$ cat config.mk
export PLATFORM = sky130hd
export DESIGN_NAME = text_glyph_address_layout_core
export DESIGN_NICKNAME = d
export VERILOG_FILES = /design/src/sv/tgal_pkg.sv /design/src/sv/tgal_front.sv /design/src/sv/tgal_queue.sv /design/src/sv/tgal_back.sv /design/src/sv/text_glyph_address_layout_core.sv
export SDC_FILE = /design/constraint.sdc
export NUM_CORES = 1
export LEC_CHECK = 0
export BUFFER_PORTS_ARGS = -buffer_cell sky130_fd_sc_hd__buf_4
export CAP_MARGIN = 25
export CORE_AREA = 2 2 139 141
export DETAILED_ROUTE_END_ITERATION = 7
export DIE_AREA = 0 0 141 143
export PLACE_DENSITY_LB_ADDON = 0.12
export SYNTH_ARGS = -nofsm -noshare
export SYNTH_HDL_FRONTEND = slang
export SYNTH_SLANG_ARGS = --single-unit
$ cat constraint.sdc
create_clock -name clock -period 8.06 [get_ports clock]
set_input_delay 1.209 -clock clock [delete_from_list [all_inputs] [get_ports clock]]
set_output_delay 1.209 -clock clock [all_outputs]
set_load 0.01 [all_outputs]
$ cat src/sv/tgal_pkg.sv
package tgal_pkg;

   localparam int GLYPH_BUFFER_BYTES_DEF = 4096;
   localparam int QUEUE_DEPTH = 4;

   localparam int BYTE_W   = 8;
   localparam int ADDR_W   = 20;
   localparam int CNT_W    = 7;
   localparam int WIDTH_W  = 5;
   localparam int FILL_W   = 13;
   localparam int XPOS_W   = 13;
   localparam int COUNT_W  = 9;
   localparam int INDEX_W  = 14;
   localparam int STATUS_W = 2;
   localparam int RSP_DATA_W = 72;
   localparam int RSP_USER_W = 3;

   localparam logic [BYTE_W-1:0] CODE_BASE = 8'hA1;
   localparam logic [6:0]        ROW_CELLS = 7'd94;

   typedef enum logic [1:0] {
      OP_ASCII,
      OP_HANZI,
      OP_BAD,
      OP_END
   } op_kind_type;

   typedef enum logic [STATUS_W-1:0] {
      ST_OK   = 2'd0,
      ST_FULL = 2'd1,
      ST_BAD  = 2'd2,
      ST_END  = 2'd3
   } status_type;

   typedef enum logic {
      BK_IDLE,
      BK_EMIT
   } back_state_type;

   typedef struct packed {
      op_kind_type       kind;
      logic              big;
      logic [BYTE_W-1:0] lead;
      logic [BYTE_W-1:0] trail;
   } op_type;

   typedef struct packed {
      logic   valid;
      op_type op;
   } push_type;

   typedef struct packed {
      logic full;
      logic empty;
   } queue_status_type;

   function automatic logic [CNT_W-1:0] glyph_bytes(input logic hanzi, input logic big);
      logic [CNT_W-1:0] r;
      begin
         if (hanzi) r = big ? 7'd72 : 7'd32;
         else       r = big ? 7'd48 : 7'd16;
         return r;
      end
   endfunction

   function automatic logic [WIDTH_W-1:0] glyph_px(input logic hanzi, input logic big);
      logic [WIDTH_W-1:0] r;
      begin
         if (hanzi) r = big ? 5'd24 : 5'd16;
         else       r = big ? 5'd16 : 5'd8;
         return r;
      end
   endfunction

endpackage

$ cat src/sv/tgal_front.sv
module tgal_front
   import tgal_pkg::*;
(
   input  logic               clock,
   input  logic               reset,
   input  logic               req_tvalid,
   output logic               req_tready,
   input  logic [BYTE_W-1:0]  req_tdata,   // text_byte
   input  logic               font_big,
   input  queue_status_type   q_status,
   output push_type           push
);

   logic              lead_pending_ff, lead_pending_in;
   logic [BYTE_W-1:0] lead_value_ff, lead_value_in;
   logic              accept;

   always_ff @(posedge clock) begin
      if (reset) begin
         lead_pending_ff <= 1'b0;
         lead_value_ff   <= '0;
      end else begin
         lead_pending_ff <= lead_pending_in;
         lead_value_ff   <= lead_value_in;
      end
   end

   always_comb begin
      req_tready      = !q_status.full;
      accept          = req_tvalid && req_tready;
      lead_pending_in = lead_pending_ff;
      lead_value_in   = lead_value_ff;
      push.valid      = 1'b0;
      push.op.kind    = OP_ASCII;
      push.op.big     = font_big;
      push.op.lead    = lead_value_ff;
      push.op.trail   = req_tdata;
      if (accept) begin
         if (req_tdata == '0) begin
            push.valid      = 1'b1;
            push.op.kind    = OP_END;
            lead_pending_in = 1'b0;
            lead_value_in   = '0;
         end else if (lead_pending_ff) begin
            // pair the held lead with this trail beat
            push.valid      = 1'b1;
            push.op.kind    = (lead_value_ff < CODE_BASE || req_tdata < CODE_BASE)
                              ? OP_BAD : OP_HANZI;
            lead_pending_in = 1'b0;
         end else if (req_tdata[BYTE_W-1]) begin
            lead_pending_in = 1'b1;
            lead_value_in   = req_tdata;
         end else begin
            push.valid      = 1'b1;
            push.op.kind    = OP_ASCII;
         end
      end
   end

endmodule

$ cat src/sv/tgal_queue.sv
module tgal_queue
   import tgal_pkg::*;
#(
   parameter int DEPTH = QUEUE_DEPTH
)
(
   input  logic             clock,
   input  logic             reset,
   input  push_type         push,
   input  logic             pop,
   output op_type           head,
   output queue_status_type status
);

   localparam int PtrW = (DEPTH > 1) ? $clog2(DEPTH) : 1;
   localparam int CntW = $clog2(DEPTH + 1);

   op_type            slot_ff [DEPTH];
   logic [PtrW-1:0]   wr_ptr_ff, rd_ptr_ff;
   logic [CntW-1:0]   count_ff;
   logic              do_push, do_pop;

   assign status.full  = (count_ff == CntW'(DEPTH));
   assign status.empty = (count_ff == '0);
   assign do_push      = push.valid && !status.full;
   assign do_pop       = pop && !status.empty;
   assign head         = slot_ff[rd_ptr_ff];

   always_ff @(posedge clock) begin
      if (do_push) slot_ff[wr_ptr_ff] <= push.op;
   end

   always_ff @(posedge clock) begin
      if (reset) begin
         wr_ptr_ff <= '0;
         rd_ptr_ff <= '0;
         count_ff  <= '0;
      end else begin
         if (do_push)
            wr_ptr_ff <= (wr_ptr_ff == PtrW'(DEPTH - 1)) ? '0 : wr_ptr_ff + 1'b1;
         if (do_pop)
            rd_ptr_ff <= (rd_ptr_ff == PtrW'(DEPTH - 1)) ? '0 : rd_ptr_ff + 1'b1;
         if (do_push && !do_pop)      count_ff <= count_ff + 1'b1;
         else if (do_pop && !do_push) count_ff <= count_ff - 1'b1;
      end
   end

endmodule

$ cat src/sv/tgal_back.sv
module tgal_back
   import tgal_pkg::*;
#(
   parameter int GLYPH_BUFFER_BYTES = GLYPH_BUFFER_BYTES_DEF
)
(
   input  logic                  clock,
   input  logic                  reset,
   input  op_type                head,
   input  queue_status_type      q_status,
   output logic                  pop,
   output logic                  rsp_tvalid,
   input  logic                  rsp_tready,
   output logic [RSP_DATA_W-1:0] rsp_tdata,
   output logic [RSP_USER_W-1:0] rsp_tuser
);

   localparam int BufW = $clog2(GLYPH_BUFFER_BYTES + 1);
   localparam int SumW = ((BufW > FILL_W) ? BufW : FILL_W) + 1;

   back_state_type     state_ff, state_in;
   op_type             op_ff, op_in;
   logic [INDEX_W-1:0] index_ff, index_in;

   logic [FILL_W-1:0]  fill_ff, fill_in;
   logic [XPOS_W-1:0]  x_ff, x_in;
   logic [COUNT_W-1:0] total_ff, total_in;
   logic               halted_ff, halted_in;

   logic               valid_ff, valid_in;
   logic               kind_ff, kind_in;
   logic [ADDR_W-1:0]  addr_ff, addr_in;
   logic [CNT_W-1:0]   cnt_ff, cnt_in;
   logic [WIDTH_W-1:0] width_ff, width_in;
   logic [FILL_W-1:0]  off_ff, off_in;
   logic [XPOS_W-1:0]  xpos_ff, xpos_in;
   logic [COUNT_W-1:0] num_ff, num_in;
   status_type         status_ff, status_in;

   logic               is_hanzi;
   logic [CNT_W-1:0]   g_cnt;
   logic [WIDTH_W-1:0] g_width;
   logic [INDEX_W+CNT_W-1:0] product;
   logic [FILL_W-1:0]  next_fill;
   logic [SumW-1:0]    headroom;
   logic               slot_free;
   logic [6:0]         row;
   logic [13:0]        row_base;

   assign rsp_tvalid = valid_ff;
   assign rsp_tdata  = {5'd0, num_ff, xpos_ff, off_ff, width_ff, cnt_ff, addr_ff};
   assign rsp_tuser  = {status_ff, kind_ff};

   always_ff @(posedge clock) begin
      if (reset) begin
         state_ff  <= BK_IDLE;
         fill_ff   <= '0;
         x_ff      <= '0;
         total_ff  <= '0;
         halted_ff <= 1'b0;
         valid_ff  <= 1'b0;
      end else begin
         state_ff  <= state_in;
         fill_ff   <= fill_in;
         x_ff      <= x_in;
         total_ff  <= total_in;
         halted_ff <= halted_in;
         valid_ff  <= valid_in;
      end
   end

   always_ff @(posedge clock) begin
      op_ff     <= op_in;
      index_ff  <= index_in;
      kind_ff   <= kind_in;
      addr_ff   <= addr_in;
      cnt_ff    <= cnt_in;
      width_ff  <= width_in;
      off_ff    <= off_in;
      xpos_ff   <= xpos_in;
      num_ff    <= num_in;
      status_ff <= status_in;
   end

   always_comb begin
      state_in  = state_ff;
      op_in     = op_ff;
      index_in  = index_ff;
      fill_in   = fill_ff;
      x_in      = x_ff;
      total_in  = total_ff;
      halted_in = halted_ff;
      valid_in  = valid_ff && !rsp_tready;
      kind_in   = kind_ff;
      addr_in   = addr_ff;
      cnt_in    = cnt_ff;
      width_in  = width_ff;
      off_in    = off_ff;
      xpos_in   = xpos_ff;
      num_in    = num_ff;
      status_in = status_ff;
      pop       = 1'b0;

      is_hanzi  = (op_ff.kind == OP_HANZI);
      g_cnt     = glyph_bytes(is_hanzi, op_ff.big);
      g_width   = glyph_px(is_hanzi, op_ff.big);
      product   = {7'd0, index_ff} * {14'd0, g_cnt};
      next_fill = fill_ff + FILL_W'(g_cnt);
      headroom  = SumW'(next_fill) + SumW'(glyph_bytes(1'b1, op_ff.big));
      slot_free = !valid_ff || rsp_tready;

      // step one: glyph number within the font (row times cells plus column)
      row       = 7'(head.lead - CODE_BASE);
      row_base  = {7'd0, row} * {7'd0, ROW_CELLS};

      unique case (state_ff)
         BK_IDLE: begin
            if (!q_status.empty) begin
               pop      = 1'b1;
               op_in    = head;
               index_in = (head.kind == OP_HANZI)
                          ? row_base + {7'd0, 7'(head.trail - CODE_BASE)}
                          : {7'd0, head.trail[6:0]};
               state_in = BK_EMIT;
            end
         end
         BK_EMIT: begin
            if (halted_ff && op_ff.kind != OP_END) begin
               // drop beats until the string ends
               state_in = BK_IDLE;
            end else if (slot_free) begin
               valid_in = 1'b1;
               off_in   = fill_ff;
               xpos_in  = x_ff;
               num_in   = total_ff;
               state_in = BK_IDLE;
               case (op_ff.kind)
                  OP_END: begin
                     kind_in   = 1'b0;
                     addr_in   = '0;
                     cnt_in    = '0;
                     width_in  = '0;
                     status_in = ST_END;
                     fill_in   = '0;
                     x_in      = '0;
                     total_in  = '0;
                     halted_in = 1'b0;
                  end
                  OP_BAD: begin
                     kind_in   = 1'b1;
                     addr_in   = '0;
                     cnt_in    = '0;
                     width_in  = '0;
                     status_in = ST_BAD;
                  end
                  default: begin
                     kind_in   = is_hanzi;
                     addr_in   = product[ADDR_W-1:0];
                     cnt_in    = g_cnt;
                     width_in  = g_width;
                     fill_in   = next_fill;
                     x_in      = x_ff + XPOS_W'(g_width);
                     total_in  = total_ff + 1'b1;
                     if (headroom > SumW'(GLYPH_BUFFER_BYTES)) begin
                        status_in = ST_FULL;
                        halted_in = 1'b1;
                     end else begin
                        status_in = ST_OK;
                     end
                  end
               endcase
            end
         end
         default: state_in = BK_IDLE;
      endcase
   end

endmodule

$ cat src/sv/text_glyph_address_layout_core.sv
// Glyph beats pass the op queue and the back end's two steps, one beat at a time: IDLE
// pops a beat and registers its glyph index (multiply), EMIT multiplies it by the glyph
// byte count and registers the result when the output is free; lead bytes give no result.
// A 4-entry op queue lets req_ keep flowing while a result waits on rsp_tready.
// Reset (synchronous, active high) clears the lead, the totals, the queue, the output
// and sets the font size to 16 pixels.
module text_glyph_address_layout_core
   import tgal_pkg::*;
#(
   parameter int GLYPH_BUFFER_BYTES = GLYPH_BUFFER_BYTES_DEF
)
(
   input  logic                  clock,
   input  logic                  reset,
   input  logic                  csr_wr_en,
   input  logic                  csr_wr_data,   // font_size_select
   input  logic                  req_tvalid,
   output logic                  req_tready,
   input  logic [BYTE_W-1:0]     req_tdata,     // text_byte
   output logic                  rsp_tvalid,
   input  logic                  rsp_tready,
   // rom_address, byte_count, glyph_width, buffer_offset, x_position, glyph_index
   output logic [RSP_DATA_W-1:0] rsp_tdata,
   output logic [RSP_USER_W-1:0] rsp_tuser      // glyph_kind, status
);

   logic             font_big_ff;
   push_type         push;
   op_type           head;
   queue_status_type q_status;
   logic             pop;

   always_ff @(posedge clock) begin
      if (reset)          font_big_ff <= 1'b0;
      else if (csr_wr_en) font_big_ff <= csr_wr_data;
   end

   tgal_front u_front (
      .clock      (clock),
      .reset      (reset),
      .req_tvalid (req_tvalid),
      .req_tready (req_tready),
      .req_tdata  (req_tdata),
      .font_big   (font_big_ff),
      .q_status   (q_status),
      .push       (push)
   );

   tgal_queue #(.DEPTH(QUEUE_DEPTH)) u_queue (
      .clock  (clock),
      .reset  (reset),
      .push   (push),
      .pop    (pop),
      .head   (head),
      .status (q_status)
   );

   tgal_back #(.GLYPH_BUFFER_BYTES(GLYPH_BUFFER_BYTES)) u_back (
      .clock      (clock),
      .reset      (reset),
      .head       (head),
      .q_status   (q_status),
      .pop        (pop),
      .rsp_tvalid (rsp_tvalid),
      .rsp_tready (rsp_tready),
      .rsp_tdata  (rsp_tdata),
      .rsp_tuser  (rsp_tuser)
   );

endmodule

[Word-level counts from Yosys, hierarchy flattened]
Memories as Yosys holds them, arrays and structs flattened. A register that Yosys moved wholly into a read port is not among the register bits.
Index checks and enable logic that the tools add are counted.
Operators by class
  add/subtract/negate cells: 11
  multipliers: 2
  div/mod/pow operators: 0
  $lt $le $gt $ge: 3
  eq/ne operators: 9
  shift-type cells: 0
  multiplexer cells: 42
  bitwise logic cells: 4
  reduce and logical (&&, ||, !) cells: 26
Operators by type and width (number)
  13-bit one-hot mux with 2 select lines: 2
  8-bit two-way mux: 3
  7-bit two-way mux: 3
  14-bit by 7-bit multiplier with 20-bit output: 1
  3-bit two-way mux: 6
  9-bit one-hot mux with 2 select lines: 1
  8-bit < comparator (second input constant): 2
  13-bit by 7-bit adder with 14-bit output: 1
  14-bit by 7-bit adder with 14-bit output: 1
  14-bit by 13-bit greater-than comparator with 1-bit output (second input constant): 1
  1-bit two-way mux: 14
  7-bit by 6-bit subtractor with 7-bit output (second input constant): 2
  13-bit by 5-bit adder with 13-bit output: 1
  13-bit by 7-bit adder with 13-bit output: 1
  7-bit by 6-bit multiplier with 13-bit output (second input constant): 1
  2-bit two-way mux: 5
  5-bit two-way mux: 2
  9-bit by 1-bit adder with 9-bit output (second input constant): 1
  2-bit == test (second input constant): 4
  8-bit logical NOT: 1
  1-bit logical AND: 7
  1-bit logical NOT: 6
  6-bit two-way mux: 1
  1-bit one-hot mux with 2 select lines: 3
  other kinds (17): 27
Word-level totals
  flip-flop bits (word level): 142
  latch bits: 0
  RAM bits: 76
  bits in read-only memories: 0
  word-level logic and storage cells: 122
  memories kept: 1
Memory list
  u_queue.slot_ff: words 4, width 19, rd ports 1, clocked after memory_dff 1, write ports 1, RTL line tgal_queue.sv:18  | op_type slot_ff [DEPTH];

[Longest topological paths before layout]
Gate-level depths: netlist (run 1).
  word-level depth: 11
  mapped depth: 23

[Cells and area by module]
From an unflattened synthesis (run 1), not the netlist that was laid out.
Unflattened totals
  cell total of the unflattened synthesis: 949
  area total of the unflattened synthesis: 11606.1 um2
Modules (own cells, without submodules)
  tgal_back: instances 1, cells each 738, area each 7823.8 um2, seq. area each 2772.7 um2
  tgal_queue: instances 1, cells each 149, area each 3241.9 um2, seq. area each 2462.4 um2
  tgal_front: instances 1, cells each 59, area each 506.7 um2, seq. area each 180.2 um2
  text_glyph_address_layout_core: instances 1, cells each 3, area each 33.8 um2, seq. area each 20.0 um2

[Least setup slack after synthesis (run 1)]
Ideal clock, no wire load.
  path type: register to register
  start: reg (tool-made name)
  end: reg u_back.index_ff[12] (data pin)
  library setup time: 257 ps
  data arrival time: 5710 ps
  required time: 7803 ps
  setup slack: 2094 ps
  cell stages (with the launch flop): 23
  buffers on the path: 2
  period minus slack after synthesis: 5966 ps
  cells stage by stage: dfxtp_1 buf_2 buf_2 mux4_2 inv_1 ha_1 nor3b_1 inv_1 o21ai_1 xor2_1 fa_1 inv_1 fa_1 fa_1 inv_1 ha_1 o21a_2 a21oi_1 or4b_4 a311oi_2 and3b_1 xnor2_1 nor2_1
RTL lines
  to (signal assigned): RTL line tgal_back.sv:74  | index_ff <= index_in;
  to (decl): RTL line tgal_back.sv:23  | logic [INDEX_W-1:0] index_ff, index_in;

==> qor.yml, run 1 <==
status: "finished, final reports clean"
criticalPathCategory: "reg -> reg"
hold_class: "reg -> reg"
crit_slowest_cell: "dfxtp_1"
synth_edf_count: 139
drt_iter0_markers: 297
yosys_warnings: 0
io_pins: 91
vias: 6843
syn_to_final_growth_pct: 11.0
endpoint_kind: "register"
cts_tree: "built"
drv_cap: 0
synth_seq_area_share_pct: 46.9
syn_area_mm2: 0.0111
die_x_um: 141
htree_num_levels: 4
worstPathArrival_ns: 6.46
required_ns: 8.21
avgSynthCellArea_um2: 11.7
critical_path_buf_inv_count: 4
hold_buffers: 0
ys.flop_type: "edfxtp_1"
period_minus_slack_ns: 6.31
initial_core_util_pct: 59.6
final_common_cell: "edfxtp_1"
fillers: 1376
tns_ns: 0
grt_start_max_net_pins: 56
endpoint: "u_back.index_ff[13]$_SDFFCE_PP0P_"
timing.critical_path.mode_cell: "inv_1"
fin_crit_sh_pct: 78.3
final_cell_mix: "139 x edfxtp_1, 102 x ha_1, 74 x buf_4"
clkTransAtPathRegs_ns: 0.07
die-area_mm2: 0.0202
path_delay_family: "adder cells"
maxSlewViolCount: 0
finalSetupViolations: 0
synth-seq-cells: 190
crit_chain: "mux4_2, inv_1, ha_1, nor3b_1, inv_1, o21ai_1, xor2_1, fa_1, inv_1, fa_1, fa_1, inv_1, ha_1, o21a_2, a21oi_1, or4b_4, a311oi_2, nand4_1, xor2_1, nor2_1"
fmax_mhz: 159
grt_pass1_wl_mm: 31.2
core_area_mm2: 0.0186
ant_nets: 0
cpPeakStageDelay_ns: 0.73
overflow: 0
cts_setup_buffers: 0
routed_wl_mm: 18.5
clock_skew_ns: 0.0158
reg2reg_slack_ns: 1.75
path_max_fanout: 10
worstSkewPairLatency_ns: 0.43
die_h_um: 143
hold_viol: 0
drc: 0
row_count: 50
synthCells: 950
grt_pass1_vias: 6568
reg2regPathDepth: 20
firstDrtPassIters: 4
post_cts_resized: 0
numClockSinks: 190
antenna_found_initial: 0
rsz0062_at_grt: "no"
cts_root_buf: "clkbuf_16"
grt_usage_pct: 19.4
rr_endpoint: "u_back.index_ff[13]$_SDFFCE_PP0P_"
final_nets: 1168
antennaDiodeCount: 0
worstMarginPinSlew_ns: 0.928
path_depth: 20
synth_cell_type_count: 63
place_hpwl_mm: 13.7
maxSlewHeadroom_pct: 37.9
synthArstFlopShare_pct: 0
wl_per_cell_um: 14.7
clk_path_buf_depth: 2
drive_gt1_share_pct: 13.2
vias_per_cell: 5.44
worstSetupStartpointType: "register"
gp_congestion: 0.827
port_buffers: 70
numCtsBuffers: 17
state kept, by name, indices dropped and copies added, names as in the netlist, named ones only:
name / cells
u_queue.slot_ff: 68
u_back.addr_ff: 17
u_back.index_ff: 14
u_back.fill_ff: 10
u_back.off_ff: 10
u_back.x_ff: 10
u_back.xpos_ff: 10
u_back.num_ff: 9
u_back.total_ff: 9
u_front.lead_value_ff: 8
u_back.cnt_ff: 3
u_back.op_ff: 3
u_queue.count_ff: 3
u_back.status_ff: 2
u_back.width_ff: 2
u_queue.rd_ptr_ff: 2
u_queue.wr_ptr_ff: 2
font_big_ff: 1
u_back.halted_ff: 1
u_back.kind_ff: 1
u_back.rsp_tvalid: 1
u_back.state_ff: 1
u_front.lead_pending_ff: 1
worst min path at each step:
stage                               startpoint                           end  slack (ns)  depth (start not counted)
5_1_grt           u_back.x_ff[12]$_SDFFE_PP0P_  u_back.xpos_ff[12]$_DFFE_PP_        0.49                          0
3_5_place_dp      u_back.x_ff[12]$_SDFFE_PP0P_  u_back.xpos_ff[12]$_DFFE_PP_        0.44                          0
2_1_floorplan  u_back.fill_ff[10]$_SDFFE_PP0P_   u_back.off_ff[10]$_DFFE_PP_        0.41                          0
3_3_place_gp      u_back.x_ff[12]$_SDFFE_PP0P_  u_back.xpos_ff[12]$_DFFE_PP_        0.43                          0
6_report          u_back.x_ff[12]$_SDFFE_PP0P_  u_back.xpos_ff[12]$_DFFE_PP_        0.47                          0
4_1_cts           u_back.x_ff[12]$_SDFFE_PP0P_  u_back.xpos_ff[12]$_DFFE_PP_        0.46                          0
through the flow:
stage	hold WS (ns)	std cells	worst slack, ns	util (%)	area (um^2)
3_3_place_gp	0.426	1226	1.80	63.1	11700
5_1_grt	0.486	1258	1.19	66.2	12300
6_report	0.468	1258	1.75	66.2	12300
4_1_cts	0.461	1258	1.66	66.2	12300
3_5_place_dp	0.442	1226	1.67	63.1	11700
2_1_floorplan	0.406	969	2.09	-	11200
final cells by class:
type | count | area [um^2] | share of cell area (%)
multi-input cells | 656 | 5410 | 44.0
flip-flops and latches | 190 | 5190 | 42.2
repair buffers | 74 | 556 | 4.52
clock buffers | 17 | 425 | 3.46
well taps | 234 | 293 | 2.38
inverters | 72 | 270 | 2.20
clock inverters | 15 | 151 | 1.23
worst register-to-register path: stages, from the launching register on:
cell	delay, ns
dfxtp_1	0.73
mux4_2	0.65
inv_1	0.16
ha_1	0.22
nor3b_1	0.32
inv_1	0.07
o21ai_1	0.15
xor2_1	0.41
fa_1	0.47
inv_1	0.08
fa_1	0.43
fa_1	0.55
inv_1	0.04
ha_1	0.37
o21a_2	0.17
a21oi_1	0.08
or4b_4	0.49
a311oi_2	0.26
nand4_1	0.15
xor2_1	0.18
nor2_1	0.05
per-layer routing:
layer / vias up / track usage (%) / wire length [um]
met5: - / 0 / 0
met4: 0 / 5.42 / 177
met3: 14 / 3.59 / 555
met2: 106 / 33.3 / 9160
met1: 3278 / 25.7 / 8650
li1: 3445 / - / -
cell families after synthesis:
group,Yosys count,synth area share (%)
AOI/OAI and AO/OA,143,8.29
buffers and inverters,123,4.99
other,1,0.0338
and+or+nand+nor,267,12.1
xor gates and xnor gates,58,4.58
DFF,190,46.9
muxes,25,4.21
adders and majority gates,143,18.9
cells in the mapped netlist (6+ instances only):
cell / number / area [um^2]
a21o_1: 12 / 90.1
a21oi_1: 48 / 240
a22oi_1: 7 / 52.6
a31oi_1: 6 / 37.5
and2_1: 41 / 257
buf_4: 23 / 173
clkbuf_1: 22 / 82.6
dfxtp_1: 51 / 1020
edfxtp_1: 139 / 4170
fa_1: 41 / 821
ha_1: 102 / 1280
inv_1: 72 / 270
mux4_2: 17 / 383
nand2_1: 56 / 210
nand2b_1: 7 / 43.8
nand3_1: 17 / 85.1
nand4_1: 8 / 50.1
nor2_1: 70 / 263
nor2b_1: 20 / 125
nor3_1: 15 / 75.1
nor4_1: 6 / 37.5
o21ai_0: 25 / 125
o21bai_1: 7 / 52.6
or3_1: 8 / 50.1
xnor2_1: 23 / 201
xor2_1: 35 / 307
Power of run 1 is not shown: default switching activity piles up to over one toggle a cycle in this logic, so the estimate is an artifact.
==> inputs of run 2 (changes only) <==
Clock period 8.06 ns to 6.39 ns, I/O delays scaled along.
==> run 2 against run 1 <==
  * Cell count grew 0.24%
  * Sequential share of layout area fell by 0.28 points
  * Flip-flop and latch count is the same
  * Maximum frequency grew 6.7%
  * Utilization up 0.46 points
  * Die area unchanged
  * Critical path type unchanged
  * Highest routed layer unchanged
  * Critical endpoint unchanged
==> qor.yml, run 2 (synthesis results as in run 1) <==
port_buffers: 70  # unchanged
grt_usage_pct: 19.5  # was 19.4%
rsz0062_at_grt: "no"  # unchanged
ant_nets: 0  # unchanged
die_h_um: 143  # unchanged
core_area_mm2: 0.0186  # unchanged
reg2reg_slack_ns: 0.48  # was 1.75 ns
fmax_mhz: 169  # was 159 MHz
clk_path_buf_depth: 2  # unchanged
antennaDiodeCount: 0  # unchanged
fillers: 1404  # was 1376
htree_num_levels: 4  # unchanged
grt_start_max_net_pins: 56  # unchanged
row_count: 50  # unchanged
drv_cap: 0  # unchanged
vias: 6835  # was 6843
die_x_um: 141  # unchanged
largestRegisters: "u_queue.slot_ff (68), u_back.addr_ff (17), u_back.index_ff (14)"  # unchanged
final_area_mm2: 0.0124  # was 0.0123 mm^2
cts_tree: "built"  # unchanged
crit_chain: "mux4_2, inv_1, ha_1, nor3b_1, inv_1, o21ai_1, xor2_1, buf_4, fa_1, inv_1, fa_1, fa_1, inv_1, ha_1, o21a_2, a21oi_1, or4b_4, a311oi_2, nand4_1, xor2_1, nor2_1"  # was mux4_2, inv_1, ha_1, nor3b_1, inv_1, o21ai_1, xor2_1, fa_1, inv_1, fa_1, fa_1, inv_1, ha_1, o21a_2, a21oi_1, or4b_4, a311oi_2, nand4_1, xor2_1, nor2_1
numCtsBuffers: 17  # unchanged
period_minus_slack_ns: 5.91  # was 6.31 ns
maxSlewViolCount: 0  # unchanged
crit_slowest_cell: "mux4_2"  # was dfxtp_1
required_ns: 6.54  # was 8.21 ns
hold_buffers: 0  # unchanged
whs_endpoint: "u_back.xpos_ff[12]$_DFFE_PP_"  # unchanged
worstPathArrival_ns: 6.07  # was 6.46 ns
drc: 0  # unchanged
largest_reg_flops: 68  # unchanged
antenna_found_initial: 0  # unchanged
cts_root_buf: "clkbuf_16"  # unchanged
criticalPathCategory: "reg -> reg"  # unchanged
tns_ns: 0  # unchanged
timing.critical_path.mode_cell: "inv_1"  # unchanged
hold_viol: 0  # unchanged
path_max_fanout: 6  # was 10
grt_pass1_wl_mm: 31.3  # was 31.2 mm
vias_per_cell: 5.42  # was 5.44
worstSkewPairLatency_ns: 0.44  # was 0.43 ns
seqCellArea_mm2: 0.00520  # was 0.00519 mm^2
finalSetupViolations: 0  # unchanged
hold_class: "reg -> reg"  # unchanged
grt_pass1_vias: 6562  # was 6568
io_pins: 91  # unchanged
initial_core_util_pct: 59.6  # unchanged
final_common_cell: "edfxtp_1"  # unchanged
endpoint_kind: "register"  # unchanged
clkTransAtPathRegs_ns: 0.08  # was 0.07 ns
drt_iter0_markers: 275  # was 297
syn_to_final_growth_pct: 11.8  # was 11.0%
maxSlewHeadroom_pct: 41.0  # was 37.9%
place_area_mm2: 0.0117  # about the same
status: "finished, final reports clean"  # unchanged
rr_endpoint: "u_back.index_ff[13]$_SDFFCE_PP0P_"  # unchanged
final_cell_mix: "139 x edfxtp_1, 102 x ha_1, 77 x buf_4"  # was 139 x edfxtp_1, 102 x ha_1, 74 x buf_4
post-route-util_pct: 66.7  # was 66.2%
drive_gt1_share_pct: 13.5  # was 13.2%
worstMarginPinSlew_ns: 0.882  # was 0.928 ns
worstHoldPathCells: 0  # unchanged
wl_per_cell_um: 14.7  # about the same
worstSetupStartpointType: "register"  # unchanged
die-area_mm2: 0.0202  # unchanged
clock_skew_ns: 0.0122  # was 0.0158 ns
cpPeakStageDelay_ns: 0.58  # was 0.73 ns
place_hpwl_mm: 13.8  # was 13.7 mm
routed_wl_mm: 18.5  # about the same
fin_crit_sh_pct: 92.6  # was 78.3%
regMostFlops: "u_queue.slot_ff"  # unchanged
reg2regPathDepth: 21  # was 20
place_ws_ns: 0.327  # was 1.67 ns
numClockSinks: 190  # unchanged
path_delay_family: "adder cells"  # unchanged
gp_congestion: 0.838  # was 0.827
overflow: 0  # unchanged
critical_path_buf_inv_count: 5  # was 4
worstHoldStart: "u_back.x_ff[12]$_SDFFE_PP0P_"  # unchanged
firstDrtPassIters: 5  # was 4
final_nets: 1171  # was 1168
fin_ws_ns: 0.476  # was 1.75 ns
multi_input_area_mm2: 0.00541  # unchanged
-- run 2: repair_timing --
item,4_1_cts,5_1_grt
endpoints found under the hold margin,0,0
setup buffers,0,0
resized for setup,0,1
setup endpoints to repair,0,3
-- run 2: worst max-delay path by stage --
| stage | end | slack [ns] | cells past startpoint |
|---|---|---|---|
| finish | u_back.index_ff[13]$_SDFFCE_PP0P_ | 0.48 | 21 |
| detailed placement | u_back.index_ff[13]$_SDFFCE_PP0P_ | 0.33 | 21 |
| global route | u_back.index_ff[13]$_SDFFCE_PP0P_ | 0.07 | 21 |
| global placement | u_back.index_ff[12]$_SDFFCE_PP0P_ | 0.50 | 20 |
| floorplan | u_back.index_ff[12]$_SDFFCE_PP0P_ | 0.42 | 22 |
| CTS | u_back.index_ff[13]$_SDFFCE_PP0P_ | 0.30 | 21 |
-- run 2: area by class of cell --
class	count	share of cell area, %
multi-input cells	656	43.7
flip-flops and latches	190	41.9
repair buffers	77	4.67
clock buffers	17	3.43
well taps	234	2.36
inverters	72	2.18
clock inverters	15	1.72
-- run 2: layer usage --
metal  GRT usage, %  part of all wire [%]
met1           25.2                    46
met2           33.7                    49
met3           3.39                   3.1
met4           6.32                   1.3
met5              0                     0
-- run 2: worst reg2reg max path, delay by kind of cell, from the launching register on --
kind	cells	cell delay, ns
simple gates	4	1.07
buf+inv	5	0.49
flops	1	0.43
mux	1	0.58
xor+xnor	2	0.27
fa+ha+maj	5	2.12
compound gates	4	0.69
-- run 2: through the flow --
stage                     hold WS [ns]  std cells
final                            0.456       1261
after global routing             0.475       1261
after CTS                        0.455       1261
after floorplan                  0.406        969
after detailed placement         0.435       1229
after global placement           0.429       1229
Power of run 2 is left out for the same reason.
==> inputs of run 3 (changes only) <==
Settings changed: CORE_AREA 2 2 139 141 to 2 2 138 140, DIE_AREA 0 0 141 143 to 0 0 140 142, RECOVER_POWER set to 50.
==> run 3 against run 2 <==
  * The run now ends with design-rule violations, max-capacitance violations, max-slew violations left
  * Non-clock buffer count down 1
  * First-iteration DRC count up 11%
  * Global-route usage up 0.88 points
  * Setup slack worse by 0.069 ns
  * Routed wire length up 2.5%
  * Largest cell class unchanged
  * Highest routed layer unchanged
==> qor.yml, run 3 (synthesis results as in run 1) <==
antenna_found_initial: 0  # unchanged
initial_core_util_pct: 60.0  # was 59.6%
place_hpwl_mm: 13.8  # about the same
fin_crit_sh_pct: 93.6  # was 92.6%
path_max_fanout: 4  # was 6
hold_buffers: 0  # unchanged
numCtsBuffers: 17  # unchanged
drive_gt1_share_pct: 7.02  # was 13.5%
regMostFlops: "u_queue.slot_ff"  # unchanged
overflow: 0  # unchanged
period_minus_slack_ns: 5.98  # was 5.91 ns
endpoint_kind: "register"  # unchanged
row_count: 50  # unchanged
criticalPathCategory: "reg -> reg"  # unchanged
rr_endpoint: "u_back.index_ff[13]$_SDFFCE_PP0P_"  # unchanged
gp_congestion: 0.837  # was 0.838
numClockSinks: 190  # unchanged
grt_pass1_wl_mm: 32.4  # was 31.3 mm
drc: 11  # was 0
status: "complete, but fails checks"  # was finished, final reports clean
firstDrtPassIters: 7  # was 5
worstMarginPinSlew_ns: 3.01  # was 0.882 ns
fmax_mhz: 167  # was 169 MHz
wl_per_cell_um: 15.1  # was 14.7 um
reg2reg_slack_ns: 0.41  # was 0.48 ns
port_buffers: 70  # unchanged
reg2regPathDepth: 21  # unchanged
die-area_mm2: 0.0199  # was 0.0202 mm^2
finalSetupViolations: 0  # unchanged
grt_pass1_vias: 6871  # was 6562
worstPathArrival_ns: 6.15  # was 6.07 ns
worstHoldPathCells: 0  # unchanged
cts_tree: "built"  # unchanged
largest_reg_flops: 68  # unchanged
fin_cells: 1260  # was 1261
tns_ns: 0  # unchanged
grt_start_max_net_pins: 56  # unchanged
fillers: 1457  # was 1404
whs_endpoint: "u_back.num_ff[8]$_DFFE_PP_"  # was u_back.xpos_ff[12]$_DFFE_PP_
largestRegisters: "u_queue.slot_ff (68), u_back.addr_ff (17), u_back.index_ff (14)"  # unchanged
cts_setup_buffers: 0  # unchanged
maxSlewHeadroom_pct: -101  # was 41.0%
clock_skew_ns: 0.0127  # was 0.0122 ns
antennaDiodeCount: 0  # unchanged
io_pins: 91  # unchanged
worstSkewPairLatency_ns: 0.44  # about the same
die_x_um: 140  # was 141 um
routed_wl_mm: 19.0  # was 18.5 mm
rsz0062_at_grt: "no"  # unchanged
die_h_um: 142  # was 143 um
hold_class: "reg -> reg"  # unchanged
hold_viol: 0  # unchanged
drt_iter0_markers: 304  # was 275
clk_path_buf_depth: 2  # unchanged
post_cts_resized: 0  # unchanged
core_area_mm2: 0.0185  # was 0.0186 mm^2
violations: "design-rule violations, max-capacitance violations, max-slew violations"
placed_cells: 1228  # was 1229
worstSetupStartpointType: "register"  # unchanged
final_common_cell: "edfxtp_1"  # unchanged
htree_num_levels: 4  # unchanged
ant_nets: 0  # unchanged
final_nets: 1170  # was 1171
required_ns: 6.56  # was 6.54 ns
syn_to_final_growth_pct: 9.49  # was 11.8%
maxSlewViolCount: 91  # was 0
vias: 6920  # was 6835
cts_root_buf: "clkbuf_16"  # unchanged
grt_usage_pct: 20.4  # was 19.5%
final_cell_mix: "139 x edfxtp_1, 102 x ha_1, 72 x inv_1"  # was 139 x edfxtp_1, 102 x ha_1, 77 x buf_4
worstHoldStart: "u_back.total_ff[8]$_SDFFE_PP0P_"  # was u_back.x_ff[12]$_SDFFE_PP0P_
vias_per_cell: 5.49  # was 5.42
clkTransAtPathRegs_ns: 0.08  # about the same
drv_cap: 2  # was 0
## run 3: cell types whose count changed in the layout (fill, tap and decap cells not counted), sizes merged
cell | before | now
buf | 77 | 9
clkinv | 6 | 5
inv | 80 | 81
clkinvlp | 0 | 1
bufinv | 1 | 0
clkbuf | 17 | 84
## run 3: worst max-delay path, cell delays in order (launching register included)
cell and delay (ns):
dfxtp_1 0.42, buf_4 0.19, mux4_2 0.57, inv_1 0.11, ha_1 0.14, a21boi_1 0.25, nor3b_2 0.23, xor2_1 0.26
inv_1 0.15, fa_1 0.52, inv_1 0.05, fa_1 0.46, fa_1 0.55, inv_1 0.04, ha_1 0.37, o21a_2 0.17
a21oi_1 0.07, or4b_4 0.49, a311oi_2 0.27, nand4_1 0.17, xor2_1 0.18, nor2_1 0.05
## run 3: how the worst max path moves through the flow
| stage | endpoint | slack (ns) | depth (start not counted) |
|---|---|---|---|
| after floorplan | u_back.index_ff[12]$_SDFFCE_PP0P_ | 0.42 | 22 |
| after global placement | u_back.index_ff[12]$_SDFFCE_PP0P_ | 0.47 | 21 |
| after detailed placement | u_back.index_ff[13]$_SDFFCE_PP0P_ | 0.32 | 21 |
| after CTS | u_back.index_ff[13]$_SDFFCE_PP0P_ | 0.29 | 21 |
| after global routing | u_back.index_ff[13]$_SDFFCE_PP0P_ | 0.03 | 21 |
| final | u_back.index_ff[13]$_SDFFCE_PP0P_ | 0.41 | 21 |
## run 3: metal layers
| metal | part of all wire [%] | global-route usage (%) | vias to the layer above |
|---|---|---|---|
| met5 | 0 | 0 | - |
| met4 | 1.5 | 6.22 | 0 |
| met3 | 3.6 | 3.77 | 21 |
| met2 | 49 | 35.8 | 129 |
| met1 | 46 | 26.0 | 3311 |
| li1 | - | - | 3459 |
## run 3: final cells by class
| type | instances | area (um^2) | area share [%] |
|---|---|---|---|
| Timing Repair Buffer | 76 | 319 | 2.63 |
| Clock inverter | 15 | 201 | 1.66 |
| Clock buffer | 17 | 425 | 3.51 |
| Inverter | 72 | 270 | 2.23 |
| Tap cell | 234 | 293 | 2.41 |
| Multi-Input combinational cell | 656 | 5430 | 44.8 |
| Sequential cell | 190 | 5190 | 42.8 |
## run 3: through the flow
step                worst slack [ns]  hold WS [ns]  util [%]  instance area (um^2)
floorplan                      0.424         0.406         -                 11200
global placement               0.471         0.432      63.6                 11700
detailed placement             0.318         0.445      63.6                 11700
CTS                            0.295         0.465      67.0                 12400
global route                  0.0278         0.476      65.7                 12100
finish                         0.407         0.464      65.7                 12100
Power of run 3 is left out for the same reason.
